$ cat config.mk
export PLATFORM = sky130hd
export DESIGN_NAME = tna_fifo
export DESIGN_NICKNAME = d
export VERILOG_FILES = /design/src/rtl/tna_fifo.sv
export SDC_FILE = /design/constraint.sdc
export NUM_CORES = 1
export LEC_CHECK = 0
export BUFFER_PORTS_ARGS = -buffer_cell sky130_fd_sc_hd__buf_2
export CORE_MARGIN = 2
export CORE_UTILIZATION = 30
export DETAILED_ROUTE_END_ITERATION = 12
export SYNTH_ARGS = -nofsm -noshare
export SYNTH_HDL_FRONTEND = slang
export SYNTH_SLANG_ARGS = --single-unit
$ cat constraint.sdc
create_clock -name clk -period 8 [get_ports clk]
set_input_delay 0.8 -clock clk [delete_from_list [all_inputs] [get_ports clk]]
set_output_delay 0.8 -clock clk [all_outputs]
set_load 0.005 [all_outputs]
$ cat src/rtl/tna_fifo.sv
// Two-entry queue between front and back end.
module tna_fifo #(
	parameter int WIDTH = 144
) (
	input  logic             clk,
	input  logic             arst_n,
	input  logic             push,
	output logic             full,
	input  logic [WIDTH-1:0] wdata,
	input  logic             pop,
	output logic             empty,
	output logic [WIDTH-1:0] rdata
);

	logic [WIDTH-1:0] slot_q [2];
	logic             wptr_q;
	logic             rptr_q;
	logic [1:0]       count_q;
	logic             do_push;
	logic             do_pop;

	assign full    = count_q == 2'd2;
	assign empty   = count_q == 2'd0;
	assign do_push = push && !full;
	assign do_pop  = pop && !empty;
	assign rdata   = slot_q[rptr_q];

	always_ff @(posedge clk) begin
		if (do_push)
			slot_q[wptr_q] <= wdata;
	end

	always_ff @(posedge clk or negedge arst_n) begin
		if (!arst_n) begin
			wptr_q  <= 1'b0;
			rptr_q  <= 1'b0;
			count_q <= 2'd0;
		end else begin
			if (do_push)
				wptr_q <= !wptr_q;
			if (do_pop)
				rptr_q <= !rptr_q;
			if (do_push && !do_pop)
				count_q <= count_q + 2'd1;
			else if (do_pop && !do_push)
				count_q <= count_q - 2'd1;
		end
	end

endmodule

# [Word level (Yosys, flattened, before mapping)]
# Memories as Yosys holds them, arrays and structs flattened.
# Cells that the tools add are included.
[op_classes] addsub=2 eq_ne=1 mux=4 n_reduce_logical=12
[op_table] op="$logic_not A1 Y1" n=6
[op_table] op="$logic_and A1 B1 Y1" n=4
[op_table] op="$mux W2" n=2
[op_table] op="$add A2 B1 Y2 const B" n=1
[op_table] op="$eq A2 B2 Y1 const B" n=1
[op_table] op="$logic_not A2 Y1" n=1
[op_table] op="$mux W1" n=2
[op_table] op="$reduce_bool A2 Y1" n=1
[op_table] op="$sub A2 B1 Y2 const B" n=1
[totals] regBits=4 ramBits=288 input_bits=148 word_cells=23 memories=1
[memory_table] name="slot_q" depth=2 width=144 read_ports=1 rd_clocked_by_memory_dff=0 wr=1 line="15" text="logic [WIDTH-1:0] slot_q [2];"

# [Depth between registers and ports, before layout]
# Gate-level depths: netlist of run 1.
[logic_depth] word_depth=7 depth_mapped=7 depth_no_buf=7

# [Least setup slack after synthesis of run 1]
# OpenSTA, ideal clock, no wires.
[synth_path] path_type="input -> register" from="in push" to="mem slot_q[0][0], enable pin" setup_time_ns=0.649 arrival_time_ns=6.868 path_slack_ns=0.483 stages=2 n_path_buf=0 cell_sequence="nand2_1 -> nor2_1"
[synth_between] elab_chain_cells=3
[synth_lines] element="start: declaration" line="7" text="input logic push,"
[synth_lines] element="$logic_and A1 B1 Y1" line="24" text="assign do_push = push && !full;"
[synth_lines] element="$mux W1" line="29" text="if (do_push)"
[synth_lines] element="$mux W1 (implied by the code)" line="30" text="slot_q[wptr_q] <= wdata;"
[synth_lines] element="end: declaration" line="15"
# Every way passes these cells.

# [Final worst setup path of run 1]
[layout_path] from="reg rptr_q" to="out rdata[126]"
[layout_between] elab_chain_cells=1
[layout_lines] element="start: declaration" line="17" text="logic rptr_q;"
[layout_lines] element="start signal: assignment" line="42" text="rptr_q <= !rptr_q;"
[layout_lines] element="$mem_v2 Z2 W144"
[layout_lines] element="end: declaration" line="12" text="output logic [WIDTH-1:0] rdata"
# Every way passes these cells.

==> impl_metrics.toml, run 1 <==
[worst_setup_path]
r2r_start = "count_q[0]"
r2r_end = "slot_q[0][138]"
rrSetupSlack_ns = 5.51
critPathArrivalTime_ns = 2.78
slowest_stage = "buf_4"
endpoint_kind = "output pin"
cpPeakStageDelay_ns = 0.80
crit_path_max_fanout = 64
worstSetupStartpointType = "flop"
crit_type = "flop to output pin"
cp.required_ns = 7.20
crit_path_cell_trace = "buf_4 > mux2_2 > buf_2"
reg2reg_depth = 4

[cts]
ctsLongestPathBuffers = 3
cts_root_buf = "clkbuf_16"
postCtsSetupRepairBufs = 0
clkSlewWorstSetupHoldPaths_ns = 0.06
cts_tree = "yes"
clk_latency_ns = 0.57
cts_buffers = 30
post_cts_resize_count = 0
clkSinkCount = 292
hold_buffers = 0
htreeDepth = 1

[grt]
overflow = 0
grt_antenna_before_repair = 5
grt_pass1_vias = 5777
grt_max_degree = 131
grt.total_usage_pct = 11.3
grt_pass1_wl_mm = 33.2

[yosys]
synth_xor_area_share_pct = 0.406
synthTopCellsByCount = "288 x edfxtp_1, 94 x mux2_2, 50 x mux2_4"
synth_top_area_share_pct = 80.2
yosysMostFrequentCell = "edfxtp_1"
synth-simple-area-share_pct = 0.255
syn_nets = 616
synth_top_cell_by_area = "edfxtp_1"
synthMuxAreaShare_pct = 16.8
ys_warn_count = 0
async_reset_ff_share_pct = 1.37
ys.flop_type = "edfxtp_1"
synth_compound_area_share_pct = 0.0464
syn_avg_cell_area_sq_um = 23.1
synthCells = 467
ys_top_cells_by_area = "edfxtp_1 80%, mux2_2 9.8%, mux2_4 7.0%, dfrtp_1 0.93%, buf_6 0.73%"
synth_edf_count = 288
synth_fa_ha_area_share_pct = 0.116
syn-cell-area_sq_um = 10800
ys_ff_latch = 292
synth_top_family_by_area = "multiplexers"
yosysSeqAreaShare_pct = 81.2
synth.distinct_cells = 15

[cells_and_area]
nFillCells = 3307
drive_above_1_share_pct = 60.3
post-route-util_pct = 38.4
syn2layout_area_growth_pct = 26.6
fin_nets = 930

[drt]
vias = 5434
drc = 0
ant_nets = 0
vias_per_cell = 4.30
drt_first_pass_iters = 6
wl_per_cell_microns = 17.3
drt_iter0_drc = 238
wirelength_mm = 21.9

[sta]
finalCritPeriodShare_pct = 44.7
drv_slew = 0
timing.final.ws_setup_ns = 4.42
min_period_ns = 3.58
whs_ns = 0.0716
fin_skew_ns = 0.0340
slew_headroom_pct = 34.4
worst_pin_slew_ns = 0.985
fmax_mhz = 280
final-hold-violation-count = 0
tns_ns = 0
setup_viol = 0
rsz0062_at_grt = "no"

[die]
num_rows = 69
core-area_sq_um = 35500
ios = 294
dieArea_sq_um = 37500
die_w_microns = 194
initial_core_util_pct = 30.4
die_h_microns = 194

[pwr]
combPwrFrac_pct = 27.9
p_sw_share_pct = 27.2
p_clk_share_pct = 26.2
seq_power_share_pct = 46.0
p_sw_mw = 1.31
power.density_nw_per_um2 = 353
total_power_mw = 4.81
internal-power_mw = 3.50
ir_worst_vdd_v = 0.000344
p_leak_nw = 5.16

[placed_design]
hpwlAfterDp_mm = 14.1
placement.io_buffers = 293
place.gp.congestion = 0.726
dp_slack_ns = 4.97

[flow_run]
cap_violations = 0

[worst_hold_path]
hp-class = "primary input to async pin"

[run_status]
status = "complete, no violations"
-- per-layer routing --
metal	global-route usage, %	routed length, microns	share of wire [%]
met4	3.53	632	2.9
met5	0	27	0.12
met3	4.20	1650	7.6
met1	14.5	9360	43
met2	17.8	10200	47
-- through the flow --
stage	instance area [sq um]	std cells
floorplan	10800	467
global placement	12800	1210
detailed placement	12800	1210
CTS	13600	1259
global route	13600	1260
finish	13600	1263
-- worst max-delay path by stage --
stage / end / from
2_1_floorplan: slot_q[0][0] / push
3_3_place_gp: rdata[1] / rptr_q
3_5_place_dp: rdata[132] / rptr_q
4_1_cts: rdata[132] / rptr_q
5_1_grt: rdata[126] / rptr_q
6_report: rdata[126] / rptr_q
-- power groups by stage --
stage               clock [mW]  combinational (mW)  sequential (mW)
floorplan                    0               0.873             2.25
detailed placement           0                1.38             2.25
global route              1.36                1.45             2.24
finish                    1.26                1.34             2.21
CTS                       1.30                1.38             2.22
global placement             0                1.37             2.24
-- layout by cell type, fill, tap and decap left out, drive strengths merged --
cell type and instances:
and3 1, mux2 144, ha 1, nand2 1
diode 4, xor2 2, clkinvlp 1, nor2 3
o21ai 1, dfrtp 4, xnor2 3, buf 298
nand2b 1, clkinv 5, edfxtp 288, bufinv 1
inv 2, clkbuf 42
-- critical path, delay by kind of cell (launching register included) --
family	cells	cell delay, ns
buffers and inverters	2	0.93
DFF	1	0.75
muxes	1	0.43
-- area by class of cell --
cell class / count / area (sq um) / share of cell area, %
Sequential cell: 292 / 8750 / 64.2
Multi-Input combinational cell: 157 / 1910 / 14.0
Timing Repair Buffer: 298 / 1520 / 11.1
Clock buffer: 42 / 796 / 5.83
Tap cell: 461 / 577 / 4.23
Clock inverter: 7 / 72.6 / 0.532
Antenna cell: 4 / 10.0 / 0.0734
Inverter: 2 / 7.51 / 0.0550
-- cells by family (layout without fill, tap and decap cells) --
logic type / Yosys count / in the layout
mux: 144 / 144
simple gates: 6 / 6
compound gates: 1 / 1
fa+ha+maj: 1 / 1
xor+xnor: 5 / 5
buf+inv: 18 / 349
other cells: 0 / 4
flops: 292 / 292
-- state kept, by name, summed over array words and instances, names as in the netlist --
| register | cells |
|---|---|
| slot_q | 288 |
| wptr_q | 1 |
| rptr_q | 1 |
| count_q | 2 |
(Power assumes the default switching activity.)
==> inputs of run 2 (changes only) <==
clock period = 2.85 ns   (was 8 ns; I/O delays follow)
==> run 2 against run 1 <==
Combinational power rose to 3.1 times the previous value; register-to-register slack got worse by 4.5 ns; non-clock buffer count up 155; global-route usage increased by 0.55 points; utilization grew 5.1 points; design area rose by 13%; first-iteration DRC count is 11% lower; sequential power grew to 2.8 times the previous value.
==> impl_metrics.toml, run 2 (synthesis gave the netlist of run 1 again) <==
[run_status]
status = "complete, no violations"

[die]
die_w_microns = 194
core-area_sq_um = 35500
initial_core_util_pct = 30.4
die_h_microns = 194
dieArea_sq_um = 37500
ios = 294
num_rows = 69

[worst_setup_path]
rrSetupSlack_ns = 1.01
endpoint_kind = "output pin"
crit_path_max_fanout = 29
cp.required_ns = 2.57
r2r_start = "count_q[0]"
reg2reg_depth = 4
r2r_end = "slot_q[0][76]"
worstSetupStartpointType = "flop"
crit_type = "flop to output pin"
critPathArrivalTime_ns = 2.17

[drt]
drt_first_pass_iters = 4
drt_iter0_drc = 212
vias_per_cell = 4.19
ant_nets = 0
wl_per_cell_microns = 16.0
wirelength_mm = 22.6
vias = 5947
drc = 0

[sta]
drv_slew = 0
setup_viol = 0
final-hold-violation-count = 0
min_period_ns = 2.45
finalCritPeriodShare_pct = 86.1
worst_pin_slew_ns = 0.711
slew_headroom_pct = 52.6
rsz0062_at_grt = "no"
fin_skew_ns = 0.00898
fmax_mhz = 408

[cells_and_area]
largest_reg_flops = 288
syn2layout_area_growth_pct = 43.3
post-route-util_pct = 43.5
drive_above_1_share_pct = 52.2
finalNonFillerCells = 1418
mostFrequentLayoutCell = "buf_2"
fin_nets = 1089
reg_top3 = "slot_q: 288 flops, count_q: 2 flops"
nFillCells = 3166
largest_register = "slot_q"
mostFrequentLayoutCells = "293 x buf_2, 288 x edfxtp_1, 145 x dlygate4sd3_1"
diodes = 0

[cts]
clk_latency_ns = 0.50
htreeDepth = 2
post_cts_resize_count = 0
cts_tree = "yes"
clkSlewWorstSetupHoldPaths_ns = 0.06
cts_buffers = 34
clkSinkCount = 292
ctsLongestPathBuffers = 3
postCtsSetupRepairBufs = 0
hold_buffers = 145
cts_root_buf = "clkbuf_16"

[placed_design]
place.gp.congestion = 0.717
dp.cells = 1220
placement.io_buffers = 293
hpwlAfterDp_mm = 14.3

[worst_hold_path]
holdPathStages = 3
hold-path-endpoint = "wptr_q"
hp-class = "primary input to flop"
min_from = "push"

[flow_run]
cap_violations = 0

[pwr]
ir_worst_vdd_v = 0.000651
p_leak_nw = 5.95
power.density_nw_per_um2 = 938

[grt]
grt.total_usage_pct = 11.8
grt_antenna_before_repair = 0
grt_max_degree = 67
overflow = 0
grt_pass1_wl_mm = 34.8
grt_pass1_vias = 6408
==> run 2: cell types whose count changed in the layout (fill, tap and decap cells not counted), sizes merged <==
cell         change
buf             +10
diode            -4
bufinv           +2
clkinv           +2
clkbuf           +1
clkinvlp         -1
dlygate4sd3    +145
==> run 2: per-layer routing <==
| metal | global-route usage (%) | vias up | share of wire (%) |
|---|---|---|---|
| li1 | - | 2805 | - |
| met1 | 14.2 | 2897 | 42 |
| met2 | 19.8 | 209 | 48 |
| met3 | 4.36 | 36 | 7.8 |
| met4 | 3.70 | 0 | 2.0 |
| met5 | 0 | - | 0 |
==> run 2: power by group <==
group / switching [mW] / internal (mW)
registers: 0.323 / 5.87
logic: 1.93 / 2.22
clock network: 1.55 / 2.60
total: 3.81 / 10.7
==> run 2: worst max path at each step <==
stage	start	endpoint
after floorplan	count_q[0]	slot_q[0][0]
after global placement	rptr_q	rdata[135]
after detailed placement	rptr_q	rdata[135]
after CTS	rptr_q	rdata[135]
after global routing	rptr_q	rdata[135]
final	rptr_q	rdata[135]
==> run 2: final cells by class <==
| type | instances | area [sq um] | share of cell area [%] |
|---|---|---|---|
| Sequential cell | 292 | 8750 | 56.7 |
| Clock inverter | 10 | 120 | 0.778 |
| Inverter | 2 | 7.51 | 0.0486 |
| Clock buffer | 43 | 948 | 6.14 |
| Tap cell | 461 | 577 | 3.73 |
| Timing Repair Buffer | 453 | 3120 | 20.2 |
| Multi-Input combinational cell | 157 | 1930 | 12.5 |
==> run 2: through the flow <==
stage | setup WS (ns) | total power, mW | instance area [sq um] | hold slack (ns) | TNS (ns)
floorplan | -0.320 | 8.65 | 10800 | -0.0106 | -46.14
global placement | 0.909 | 10.3 | 12900 | 0.0999 | 0
detailed placement | 0.876 | 10.4 | 12900 | 0.103 | 0
CTS | 0.313 | 14.7 | 15400 | 0.0622 | 0
global route | 0.259 | 15.2 | 15400 | 0.0655 | 0
finish | 0.397 | 14.5 | 15400 | 0.0941 | 0
==> run 2: worst max-delay path: stages, from the launching register on <==
cell	delay, ns
dfrtp_4	0.77
buf_4	0.37
mux2_2	0.38
buf_2	0.13
