--- src/rtl/tna_pkg.sv ---
// Shared opcodes and constants for the triangle normal and area block.
package tna_pkg;

	typedef enum logic {
		OP_VERTEX = 1'b0,
		OP_FACET  = 1'b1
	} op_t;

	localparam int AREA_BITS = 34;
	localparam logic [AREA_BITS-1:0] AREA_MAX = 34'h3_FFFF_FFFF;
	localparam int NORM_BITS = 16;
	localparam logic [NORM_BITS-1:0] NORM_ONE = 16'd16384;

endpackage

--- src/rtl/tna_back.sv ---
// Back end: cross product, length by square root, normal by division, result register.
module tna_back #(
	parameter int COORD_BITS = 16
) (
	input  logic                    clk,
	input  logic                    arst_n,
	input  logic                    q_empty,
	input  logic [9*COORD_BITS-1:0] q_data,
	output logic                    q_pop,
	output logic                    empty,
	input  logic                    pop,
	output logic signed [15:0]      normal_x,
	output logic signed [15:0]      normal_y,
	output logic signed [15:0]      normal_z,
	output logic [33:0]             twice_area,
	output logic                    degenerate
);

	localparam int C   = COORD_BITS;
	localparam int H   = C + 1;
	localparam int LW  = 2 * H;
	localparam int NW  = LW + 1;
	localparam int SW  = 4 * H;
	localparam int CW  = $clog2(LW);
	localparam int XW  = (LW > tna_pkg::AREA_BITS) ? LW : tna_pkg::AREA_BITS;

	typedef enum logic [2:0] {B_IDLE, B_CROSS, B_SQ, B_SQRT, B_DIV, B_DONE} bstate_t;

	bstate_t               state_q;
	logic signed [H-1:0]   e1_q [3];
	logic signed [H-1:0]   e2_q [3];
	logic signed [NW-1:0]  n_q [3];
	logic [2:0]            k_q;
	logic [1:0]            comp_q;
	logic [1:0]            part_q;
	logic [3:0]            st_q;
	logic [CW-1:0]         cnt_q;
	logic [SW-1:0]         acc_q;
	logic [SW-1:0]         s_q;
	logic [LW+1:0]         rem_q;
	logic [LW-1:0]         root_q;
	logic [LW:0]           r_q;
	logic [14:0]           quo_q;
	logic signed [15:0]    nrm_q [3];
	logic                  out_valid_q;
	logic signed [15:0]    nx_q;
	logic signed [15:0]    ny_q;
	logic signed [15:0]    nz_q;
	logic [33:0]           area_q;
	logic                  degen_q;

	logic signed [C-1:0]   vin [9];
	logic [H-1:0]          mul_a;
	logic [H-1:0]          mul_b;
	logic [LW-1:0]         prod;
	logic signed [H-1:0]   op_a;
	logic signed [H-1:0]   op_b;
	logic signed [NW-1:0]  sprod;
	logic [LW-1:0]         mag_n;
	logic [LW+1:0]         rem_in;
	logic [LW+1:0]         trial;
	logic                  sq_ge;
	logic [LW:0]           r_in;
	logic                  div_ge;
	logic [15:0]           quo_full;
	logic [15:0]           quo_rnd;
	logic [15:0]           quo_cap;
	logic [XW-1:0]         len_ext;
	logic [33:0]           len_sat;
	logic                  out_free;
	logic                  out_load;

	genvar gi;
	generate
		for (gi = 0; gi < 9; gi++) begin : g_unpack
			assign vin[gi] = q_data[(9-gi)*C-1 -: C];
		end
	endgenerate

	function automatic logic [H-1:0] mag_e(input logic signed [H-1:0] v);
		return v[H-1] ? H'(-v) : H'(v);
	endfunction

	always_comb begin
		op_a = e1_q[1];
		op_b = e2_q[2];
		case (k_q)
			3'd0: begin op_a = e1_q[1]; op_b = e2_q[2]; end
			3'd1: begin op_a = e1_q[2]; op_b = e2_q[1]; end
			3'd2: begin op_a = e1_q[2]; op_b = e2_q[0]; end
			3'd3: begin op_a = e1_q[0]; op_b = e2_q[2]; end
			3'd4: begin op_a = e1_q[0]; op_b = e2_q[1]; end
			3'd5: begin op_a = e1_q[1]; op_b = e2_q[0]; end
			default: begin op_a = e1_q[1]; op_b = e2_q[2]; end
		endcase
	end

	assign mag_n = n_q[comp_q][NW-1] ? LW'(-n_q[comp_q]) : LW'(n_q[comp_q]);

	always_comb begin
		mul_a = mag_e(op_a);
		mul_b = mag_e(op_b);
		if (state_q == B_SQ) begin
			case (part_q)
				2'd0: begin mul_a = mag_n[H-1:0];  mul_b = mag_n[H-1:0]; end
				2'd1: begin mul_a = mag_n[LW-1:H]; mul_b = mag_n[H-1:0]; end
				2'd2: begin mul_a = mag_n[LW-1:H]; mul_b = mag_n[LW-1:H]; end
				default: begin mul_a = mag_n[H-1:0]; mul_b = mag_n[H-1:0]; end
			endcase
		end
	end

	assign prod  = mul_a * mul_b;
	assign sprod = (op_a[H-1] ^ op_b[H-1]) ? -NW'(prod) : NW'(prod);

	assign rem_in = {rem_q[LW-1:0], s_q[SW-1 -: 2]};
	assign trial  = {root_q, 2'b01};
	assign sq_ge  = rem_in >= trial;

	assign r_in     = (st_q == 4'd0) ? NW'(mag_n) : {r_q[LW-1:0], 1'b0};
	assign div_ge   = r_in >= {1'b0, root_q};
	assign quo_full = {quo_q, div_ge};
	assign quo_rnd  = 16'((17'(quo_full) + 17'd1) >> 1);
	assign quo_cap  = (quo_rnd > tna_pkg::NORM_ONE) ? tna_pkg::NORM_ONE : quo_rnd;

	assign len_ext = XW'(root_q);
	assign len_sat = (len_ext > XW'(tna_pkg::AREA_MAX)) ? tna_pkg::AREA_MAX : 34'(len_ext);

	assign out_free = !out_valid_q || pop;
	assign out_load = (state_q == B_DONE) && out_free;
	assign q_pop    = (state_q == B_IDLE) && !q_empty;

	assign empty      = !out_valid_q;
	assign normal_x   = nx_q;
	assign normal_y   = ny_q;
	assign normal_z   = nz_q;
	assign twice_area = area_q;
	assign degenerate = degen_q;

	always_ff @(posedge clk or negedge arst_n) begin
		if (!arst_n) begin
			state_q     <= B_IDLE;
			out_valid_q <= 1'b0;
			k_q         <= '0;
			comp_q      <= '0;
			part_q      <= '0;
			st_q        <= '0;
			cnt_q       <= '0;
		end else begin
			if (out_load)
				out_valid_q <= 1'b1;
			else if (pop && out_valid_q)
				out_valid_q <= 1'b0;
			case (state_q)
				B_IDLE: begin
					if (!q_empty) begin
						for (int i = 0; i < 3; i++) begin
							e1_q[i] <= H'(vin[3+i]) - H'(vin[i]);
							e2_q[i] <= H'(vin[6+i]) - H'(vin[i]);
						end
						k_q     <= '0;
						state_q <= B_CROSS;
					end
				end
				B_CROSS: begin
					if (k_q[0])
						n_q[k_q[2:1]] <= n_q[k_q[2:1]] - sprod;
					else
						n_q[k_q[2:1]] <= sprod;
					k_q <= k_q + 3'd1;
					if (k_q == 3'd5) begin
						comp_q  <= '0;
						part_q  <= '0;
						acc_q   <= '0;
						state_q <= B_SQ;
					end
				end
				B_SQ: begin
					case (part_q)
						2'd0: acc_q <= acc_q + SW'(prod);
						2'd1: acc_q <= acc_q + (SW'(prod) << (H + 1));
						default: acc_q <= acc_q + (SW'(prod) << LW);
					endcase
					if (part_q == 2'd2) begin
						part_q <= '0;
						comp_q <= comp_q + 2'd1;
						if (comp_q == 2'd2) begin
							s_q     <= acc_q + (SW'(prod) << LW);
							rem_q   <= '0;
							root_q  <= '0;
							cnt_q   <= '0;
							state_q <= B_SQRT;
						end
					end else begin
						part_q <= part_q + 2'd1;
					end
				end
				B_SQRT: begin
					s_q    <= s_q << 2;
					rem_q  <= sq_ge ? rem_in - trial : rem_in;
					root_q <= {root_q[LW-2:0], sq_ge};
					cnt_q  <= cnt_q + CW'(1);
					if (cnt_q == CW'(LW - 1)) begin
						comp_q  <= '0;
						st_q    <= '0;
						state_q <= B_DIV;
					end
				end
				B_DIV: begin
					if (root_q == '0) begin
						for (int i = 0; i < 3; i++)
							nrm_q[i] <= '0;
						state_q <= B_DONE;
					end else begin
						r_q   <= div_ge ? r_in - NW'(root_q) : r_in;
						quo_q <= quo_full[14:0];
						st_q  <= st_q + 4'd1;
						if (st_q == 4'd15) begin
							nrm_q[comp_q] <= n_q[comp_q][NW-1] ? -$signed(quo_cap)
								: $signed(quo_cap);
							comp_q <= comp_q + 2'd1;
							if (comp_q == 2'd2)
								state_q <= B_DONE;
						end
					end
				end
				B_DONE: begin
					if (out_load) begin
						nx_q    <= nrm_q[0];
						ny_q    <= nrm_q[1];
						nz_q    <= nrm_q[2];
						area_q  <= len_sat;
						degen_q <= root_q == '0;
						state_q <= B_IDLE;
					end
				end
				default: state_q <= B_IDLE;
			endcase
		end
	end

endmodule

--- config.mk ---
export PLATFORM = sky130hd
export DESIGN_NAME = tna_back
export DESIGN_NICKNAME = d
export VERILOG_FILES = /design/src/rtl/tna_pkg.sv /design/src/rtl/tna_back.sv
export SDC_FILE = /design/constraint.sdc
export NUM_CORES = 2
export LEC_CHECK = 0
export BUFFER_PORTS_ARGS = -buffer_cell sky130_fd_sc_hd__buf_2
export CORE_MARGIN = 2
export CORE_UTILIZATION = 45
export CTS_CLUSTER_SIZE = 16
export DETAILED_ROUTE_END_ITERATION = 16
export GPL_TIMING_DRIVEN = 0
export PLACE_DENSITY = 0.73
export SLEW_MARGIN = 10
export SYNTH_ARGS = -nofsm -noshare
export SYNTH_HDL_FRONTEND = slang
export SYNTH_SLANG_ARGS = --single-unit
export TNS_END_PERCENT = 100
--- constraint.sdc ---
create_clock -name clk -period 16.6 [get_ports clk]
set_input_delay 4.15 -clock clk [delete_from_list [all_inputs] [get_ports clk]]
set_output_delay 4.15 -clock clk [all_outputs]
set_load 0.02 [all_outputs]
# Yosys cells after proc, flatten, opt, wreduce, memory -nomap -nowiden

Memories as Yosys holds them, arrays and structs flattened. A register that Yosys moved wholly into a read port is not among the register bits.
Cells that the tools add are included.
W data, S select, Z words.

Register bits: 309
Memory bits (writable): 255
Output and inout port bits: 85
Word-level logic and storage cells: 187
Memories kept: 4

Memories:

| name  | words | width | read ports | clocked after memory_dff | write ports | RTL line       | text |
|---|---|---|---|---|---|---|---|
| n_q   | 3     | 35    | 2          | 0                        | 1           | tna_back.sv:32 | `logic signed [NW-1:0] n_q [3];` |
| e1_q  | 3     | 17    | 3          | 0                        | 3           | tna_back.sv:30 | `logic signed [H-1:0] e1_q [3];` |
| e2_q  | 3     | 17    | 3          | 0                        | 3           | tna_back.sv:31 | `logic signed [H-1:0] e2_q [3];` |
| nrm_q | 3     | 16    | 3          | 3                        | 3           | tna_back.sv:44 | `logic signed [15:0] nrm_q [3];` |

Add/subtract/negate cells: 23
$mul: 1
Magnitude comparators: 4
Eq/ne operators: 25
Mux-type cells: 75
Bitwise gates (word level): 3
Reduce and logical (&&, ||, !) cells: 37

Operators with widths:

| kind                   | number |
|---|---|
| $pmux W68 S2           | 3 |
| $mux W34               | 7 |
| $mux W68               | 3 |
| $pmux W34 S2           | 2 |
| $mux W35               | 3 |
| $mux W17               | 6 |
| $sub A16 B16 Y17       | 6 |
| $add A68 B34 Y68       | 1 |
| $add A68 B52 Y68       | 1 |
| $add A68 B68 Y68       | 1 |
| $pmux W17 S2           | 2 |
| $sub A34 B34 Y34       | 2 |
| $mux W16               | 3 |
| $ge A36 B36 Y1         | 1 |
| $ge A35 B34 Y1         | 1 |
| $neg A34 Y35           | 1 |
| $sub A35 B35 Y35       | 1 |
| $gt A34 B34 Y1 const B | 1 |
| $logic_not A34 Y1      | 1 |
| $mul A17 B17 Y34       | 1 |
| $neg A17 Y17           | 2 |
| $neg A34 Y34           | 1 |
| $mux W3                | 10 |
| $mux W1                | 19 |
| other kinds (44)       | 89 |

# Depth between registers and ports, before layout

Depth after elaboration: 11
Depth in mapped cells: 57

# Worst setup path after synthesis

OpenSTA, ideal clock, no wires.

Path kind: input port to flip-flop
From: input arst_n
To: register root_q[0], in the netlist len_ext[0], enable pin
Library setup time: 0.965 ns
Arrival time: 16.877 ns
Required time: 15.635 ns
Slack: -1.241 ns
Stages on the path: 2
Buffers on the path: 0
Cell sequence: inv_1 > nor4_1

Word-level cells in the longest chain between the ends: 1

RTL lines:

| what                               | RTL line        | text |
|---|---|---|
| from (decl)                        | tna_back.sv:6   | `input logic arst_n,` |
| $reduce_and A4 Y1 (no source line) | n/a             |  |
| to (signal assigned)               | tna_back.sv:201 | `root_q <= {root_q[LW-2:0], sq_ge};` |
| to (decl)                          | tna_back.sv:41  | `logic [LW-1:0] root_q;` |

Every way passes these cells.
A chain may end at the register's enable or synchronous reset.

# Worst setup path in the final report

From: register k_q[1]
To: memory n_q[0][32] (netlist name) (data pin)

Word-level cells in the longest chain between the ends: 11

RTL lines:

| what                                       | RTL line        | text |
|---|---|---|
| from (decl)                                | tna_back.sv:33  | `logic [2:0] k_q;` |
| from (signal assigned)                     | tna_back.sv:170 | `k_q <= k_q + 3'd1;` |
| $eq A3 B3 Y1, or another cell as far along | tna_back.sv:87  | `case (k_q)` |
| $reduce_or A2 Y1 (no source line)          | n/a             |  |
| $pmux W17 S2                               | tna_back.sv:87  |  |
| $neg A17 Y17                               | tna_back.sv:81  | `return v[H-1] ? H'(-v) : H'(v);` |
| $mux W17                                   | tna_back.sv:81  |  |
| $mux W17                                   | tna_back.sv:103 | `if (state_q == B_SQ) begin` |
| $mul A17 B17 Y34                           | tna_back.sv:113 | `assign prod = mul_a * mul_b;` |
| $neg A34 Y35                               | tna_back.sv:114 | `assign sprod = (op_a[H-1] ^ op_b[H-1]) ? -NW'(prod) : NW'(prod);` |
| $mux W35                                   | tna_back.sv:114 |  |
| $sub A35 B35 Y35                           | tna_back.sv:167 | `n_q[k_q[2:1]] <= n_q[k_q[2:1]] - sprod;` |
| $mux W35 (no source line) (*)              | n/a             |  |
| to (decl)                                  | tna_back.sv:32  |  |

Mark *: on every way between the ends. The rest lies on a longest branch, timed or not.

==> reports/qor.txt <==
CRITICAL PATH
--------------------------------------------------------------------------------
Master of the slowest instance on the critical path                     a221oi_1
Startpoint-to-endpoint class of the critical path                        reg2reg
Reg2reg setup slack                                                      0.58 ns
Required time of the critical path                                      17.05 ns
Largest fanout on the critical path                                           10
Worst reg2reg path startpoint                                             k_q[1]
Register-to-Register Path Depth                                               50
CP dominant cell by count                                                   fa_1
Nature of the critical path endpoint                                    register
Largest stage delay, worst path                                          0.80 ns
Startpoint class of the critical path                                   register
Arrival time of data at the critical path endpoint                      16.47 ns
Capture instance of the worst register-to-register path               n_q[0][32]

LAYOUT
--------------------------------------------------------------------------------
Leading cell type in the layout, fill and taps excluded                  nand2_1
Top library cells by usage in the layout, fill and taps aside       nand2_1, edfxtp_1, nor2_1, inv_1, ha_1
Final net count                                                             6980
Footprint of the multi-input gates                                    0.0321 mm2
Layout overhead on the synthesized area                                    11.8%
Filler cell count                                                          10747
Storage cell area                                                     0.0183 mm2
Fraction of layout instances using a drive strength above 1               0.0838

TIMING
--------------------------------------------------------------------------------
Max Clk Rate                                                            62.4 MHz
Worst slew slack as a fraction of its limit                                0.100
Number of pins exceeding their max-slew limit in the final report              0
Slew @ Worst Pin                                                         1.34 ns
Final setup violation count                                                    0
Min cycle time layout                                                   16.02 ns
Layout Skew                                                            0.0541 ns
Tcrit/Tclk final                                                           0.965
Final hold vios                                                                0
Fin worst setup slack                                                   0.585 ns
Unrepaired setup endpoints after global routing                               no

ROUTING
--------------------------------------------------------------------------------
WL final                                                               161000 um
Antenna-violating nets left                                                    0
Detailed-route DRC error count                                                 0
Starting DRC count in detailed routing                                      4529
Wirelength per Cell                                                      20.7 um
Number of vias in the routed layout                                        45165
Average via count per standard cell                                         5.81
TritonRoute pass-1 iters                                                       9

HOLD PATH
--------------------------------------------------------------------------------
Hold-critical path depth                                                       0
Worst hold path endpoint                                            normal_x[10]
Launch point of the worst hold path                                 nrm_q[0][10]
Worst min path class                                                     reg2reg

FLOORPLANNING
--------------------------------------------------------------------------------
Die Height                                                                348 um
Overall die area                                                       0.121 mm2
Number of ports placed on the die boundary                                   233
Number of placement rows                                                     126
Chip Width                                                                348 um
Initial Utilization                                                        0.452
Core box area                                                          0.118 mm2

LOGIC SYNTHESIS
--------------------------------------------------------------------------------
Yosys warning total                                                            0
Total of flip-flops plus latches after synthesis                             612
Async SR Flop Fraction                                                    0.0343
Synthesized area per cell                                               9.12 um2
Syn nets                                                                    6632
Cell area after synthesis                                             0.0532 mm2
Portion of the post-synthesis area used by sequential elements             0.344
Top-area cell type share of the netlist area                               0.334
Cell type contributing the most total cell area after synthesis         edfxtp_1
Dominant synthesized flop cell                                          edfxtp_1
Count of unique library cells instantiated by Yosys                           97
Instance count of the mapped netlist                                        5826
Number of enable-type register cells in the synthesized netlist              591
Top cells by area, synth                                            edfxtp_1, ha_1, fa_1, nand2_1, nor2_1

PLACE
--------------------------------------------------------------------------------
Sum of net half-perimeters after detailed placement                    126000 um
RePlAce Congestion                                                         0.969
Dpl ws                                                                 -0.141 ns
Buffers added on ports                                                       232

CLOCK TREE
--------------------------------------------------------------------------------
Inserted Clock Buffers                                                        71
Latest clock arrival within the worst-skew pair                          0.68 ns
CTS H-tree lvls                                                                3
Max clock buf depth                                                            3
CTS clock-pin slew for the worst setup and hold paths                    0.06 ns
TritonCTS clock tree                                                        done
Clock sink count                                                             612
Count of hold-fix buffers inserted at cts                                      0
Clock root cell                                                        clkbuf_16

GLOBAL ROUTING
--------------------------------------------------------------------------------
Pin count of the biggest net entering global routing                          66
GR Util All Layers                                                         0.260
Number of antenna violations at the first check in global routing              6
Global-route congestion overflow total                                         0
Global-route wire length before repair                                 245000 um
Number of global-route vias before repair                                  42990

JOB
--------------------------------------------------------------------------------
Max-capacitance violation count                                                0

OUTCOME
--------------------------------------------------------------------------------
Status                                                                 completed

final cells by class:
type                            count  area share
Timing Repair Buffer              275      0.0287
Multi-Input combinational cell   4423       0.540
Antenna cell                        4    0.000168
Sequential cell                   612       0.307
Inverter                          563      0.0356
Clock buffer                       82      0.0313
Buffer                            228      0.0146
Tap cell                         1536      0.0323
Clock inverter                     47     0.00958
worst max-delay path: cells and delay by family (launching register included):
family          cells  cell delay [ns]
compound gates     16             4.55
xor+xnor            3             0.87
fa+ha+maj          12             5.11
buf+inv             9             2.61
flops               1             0.52
mux                 1             0.12
simple gates        9             1.96
metrics by stage:
step,TNS [ns],util,hold slack (ns),area [um2],std cells
3_3_place_gp,-43.77,0.478,0.401,56200,7594
2_1_floorplan,0,-,0.400,53200,5826
6_report,0,0.505,0.417,59400,7770
5_1_grt,0,0.505,0.422,59400,7766
4_1_cts,0,0.505,0.416,59400,7765
3_5_place_dp,-0.470,0.484,0.405,56900,7636
flip-flops by register name, summed over array words and instances (netlist names):
| register | cells |
|---|---|
| quo_q | 15 |
| acc_q | 68 |
| nrm_q | 48 |
| e1_q | 51 |
| state_q | 3 |
| out_valid_q | 1 |
| cnt_q | 6 |
| degenerate | 1 |
| twice_area | 34 |
| n_q | 105 |
| len_ext | 34 |
| e2_q | 51 |
| normal_y | 16 |
| normal_x | 16 |
| r_q | 34 |
| st_q | 4 |
| part_q | 2 |
| normal_z | 16 |
| k_q | 3 |
| comp_q | 2 |
| s_q | 68 |
| rem_q | 34 |
worst max-delay path by stage:
stage / end / start / depth (start not counted) / slack (ns)
after floorplan: n_q[0][32] / k_q[1] / 52 / 3.78
after global placement: n_q[0][32] / k_q[1] / 51 / -0.77
after detailed placement: n_q[1][32] / k_q[1] / 50 / -0.14
after CTS: n_q[0][32] / k_q[1] / 50 / 0.25
after global routing: n_q[2][32] / k_q[1] / 48 / 0.001
final: n_q[0][32] / k_q[1] / 50 / 0.58
synth_stat cells (22+ instances only):
cell / count
nand2_1: 807
edfxtp_1: 591
nor2_1: 577
inv_1: 560
ha_1: 423
a21oi_1: 369
o21ai_0: 256
xnor2_1: 246
fa_1: 235
clkbuf_1: 200
xor2_1: 138
mux2i_1: 111
and2_1: 109
a21o_1: 98
nor3_1: 84
a22oi_1: 82
nand3_1: 79
a21boi_0: 68
nand2b_1: 55
nor2b_1: 53
o21a_1: 51
mux2_2: 41
and3_1: 37
a211oi_1: 35
nand4_1: 35
a31oi_1: 32
o21bai_1: 32
o211ai_1: 31
nor4_1: 26
buf_1: 23
or3_1: 22
cells by family (layout without fill, tap and decap cells):
logic type / after synthesis / count (layout) / synth area share
other cells: 0 / 4 / 0
fa+ha+maj: 665 / 665 / 0.189
buf+inv: 791 / 1195 / 0.0560
mux: 153 / 153 / 0.0298
xor+xnor: 385 / 385 / 0.0636
compound gates: 1267 / 1267 / 0.154
simple gates: 1953 / 1953 / 0.163
flops: 612 / 612 / 0.344
routing by layer:
layer  vias to the layer above  share of wire  global-route usage
met5                         -        0.00037                   0
met4                         8          0.048               0.123
met3                       412          0.091              0.0486
met2                      2160           0.45               0.413
met1                     21624           0.41               0.342
li1                      20961              -                   -
repair_timing:
action,CTS,global route
endpoints found under the setup margin,14,43
setup buffers,0,0
gates cloned,0,0
gates resized for setup,4,13
Power is not shown: default switching activity piles up to over one toggle a cycle in this logic, so the estimate is an artifact.
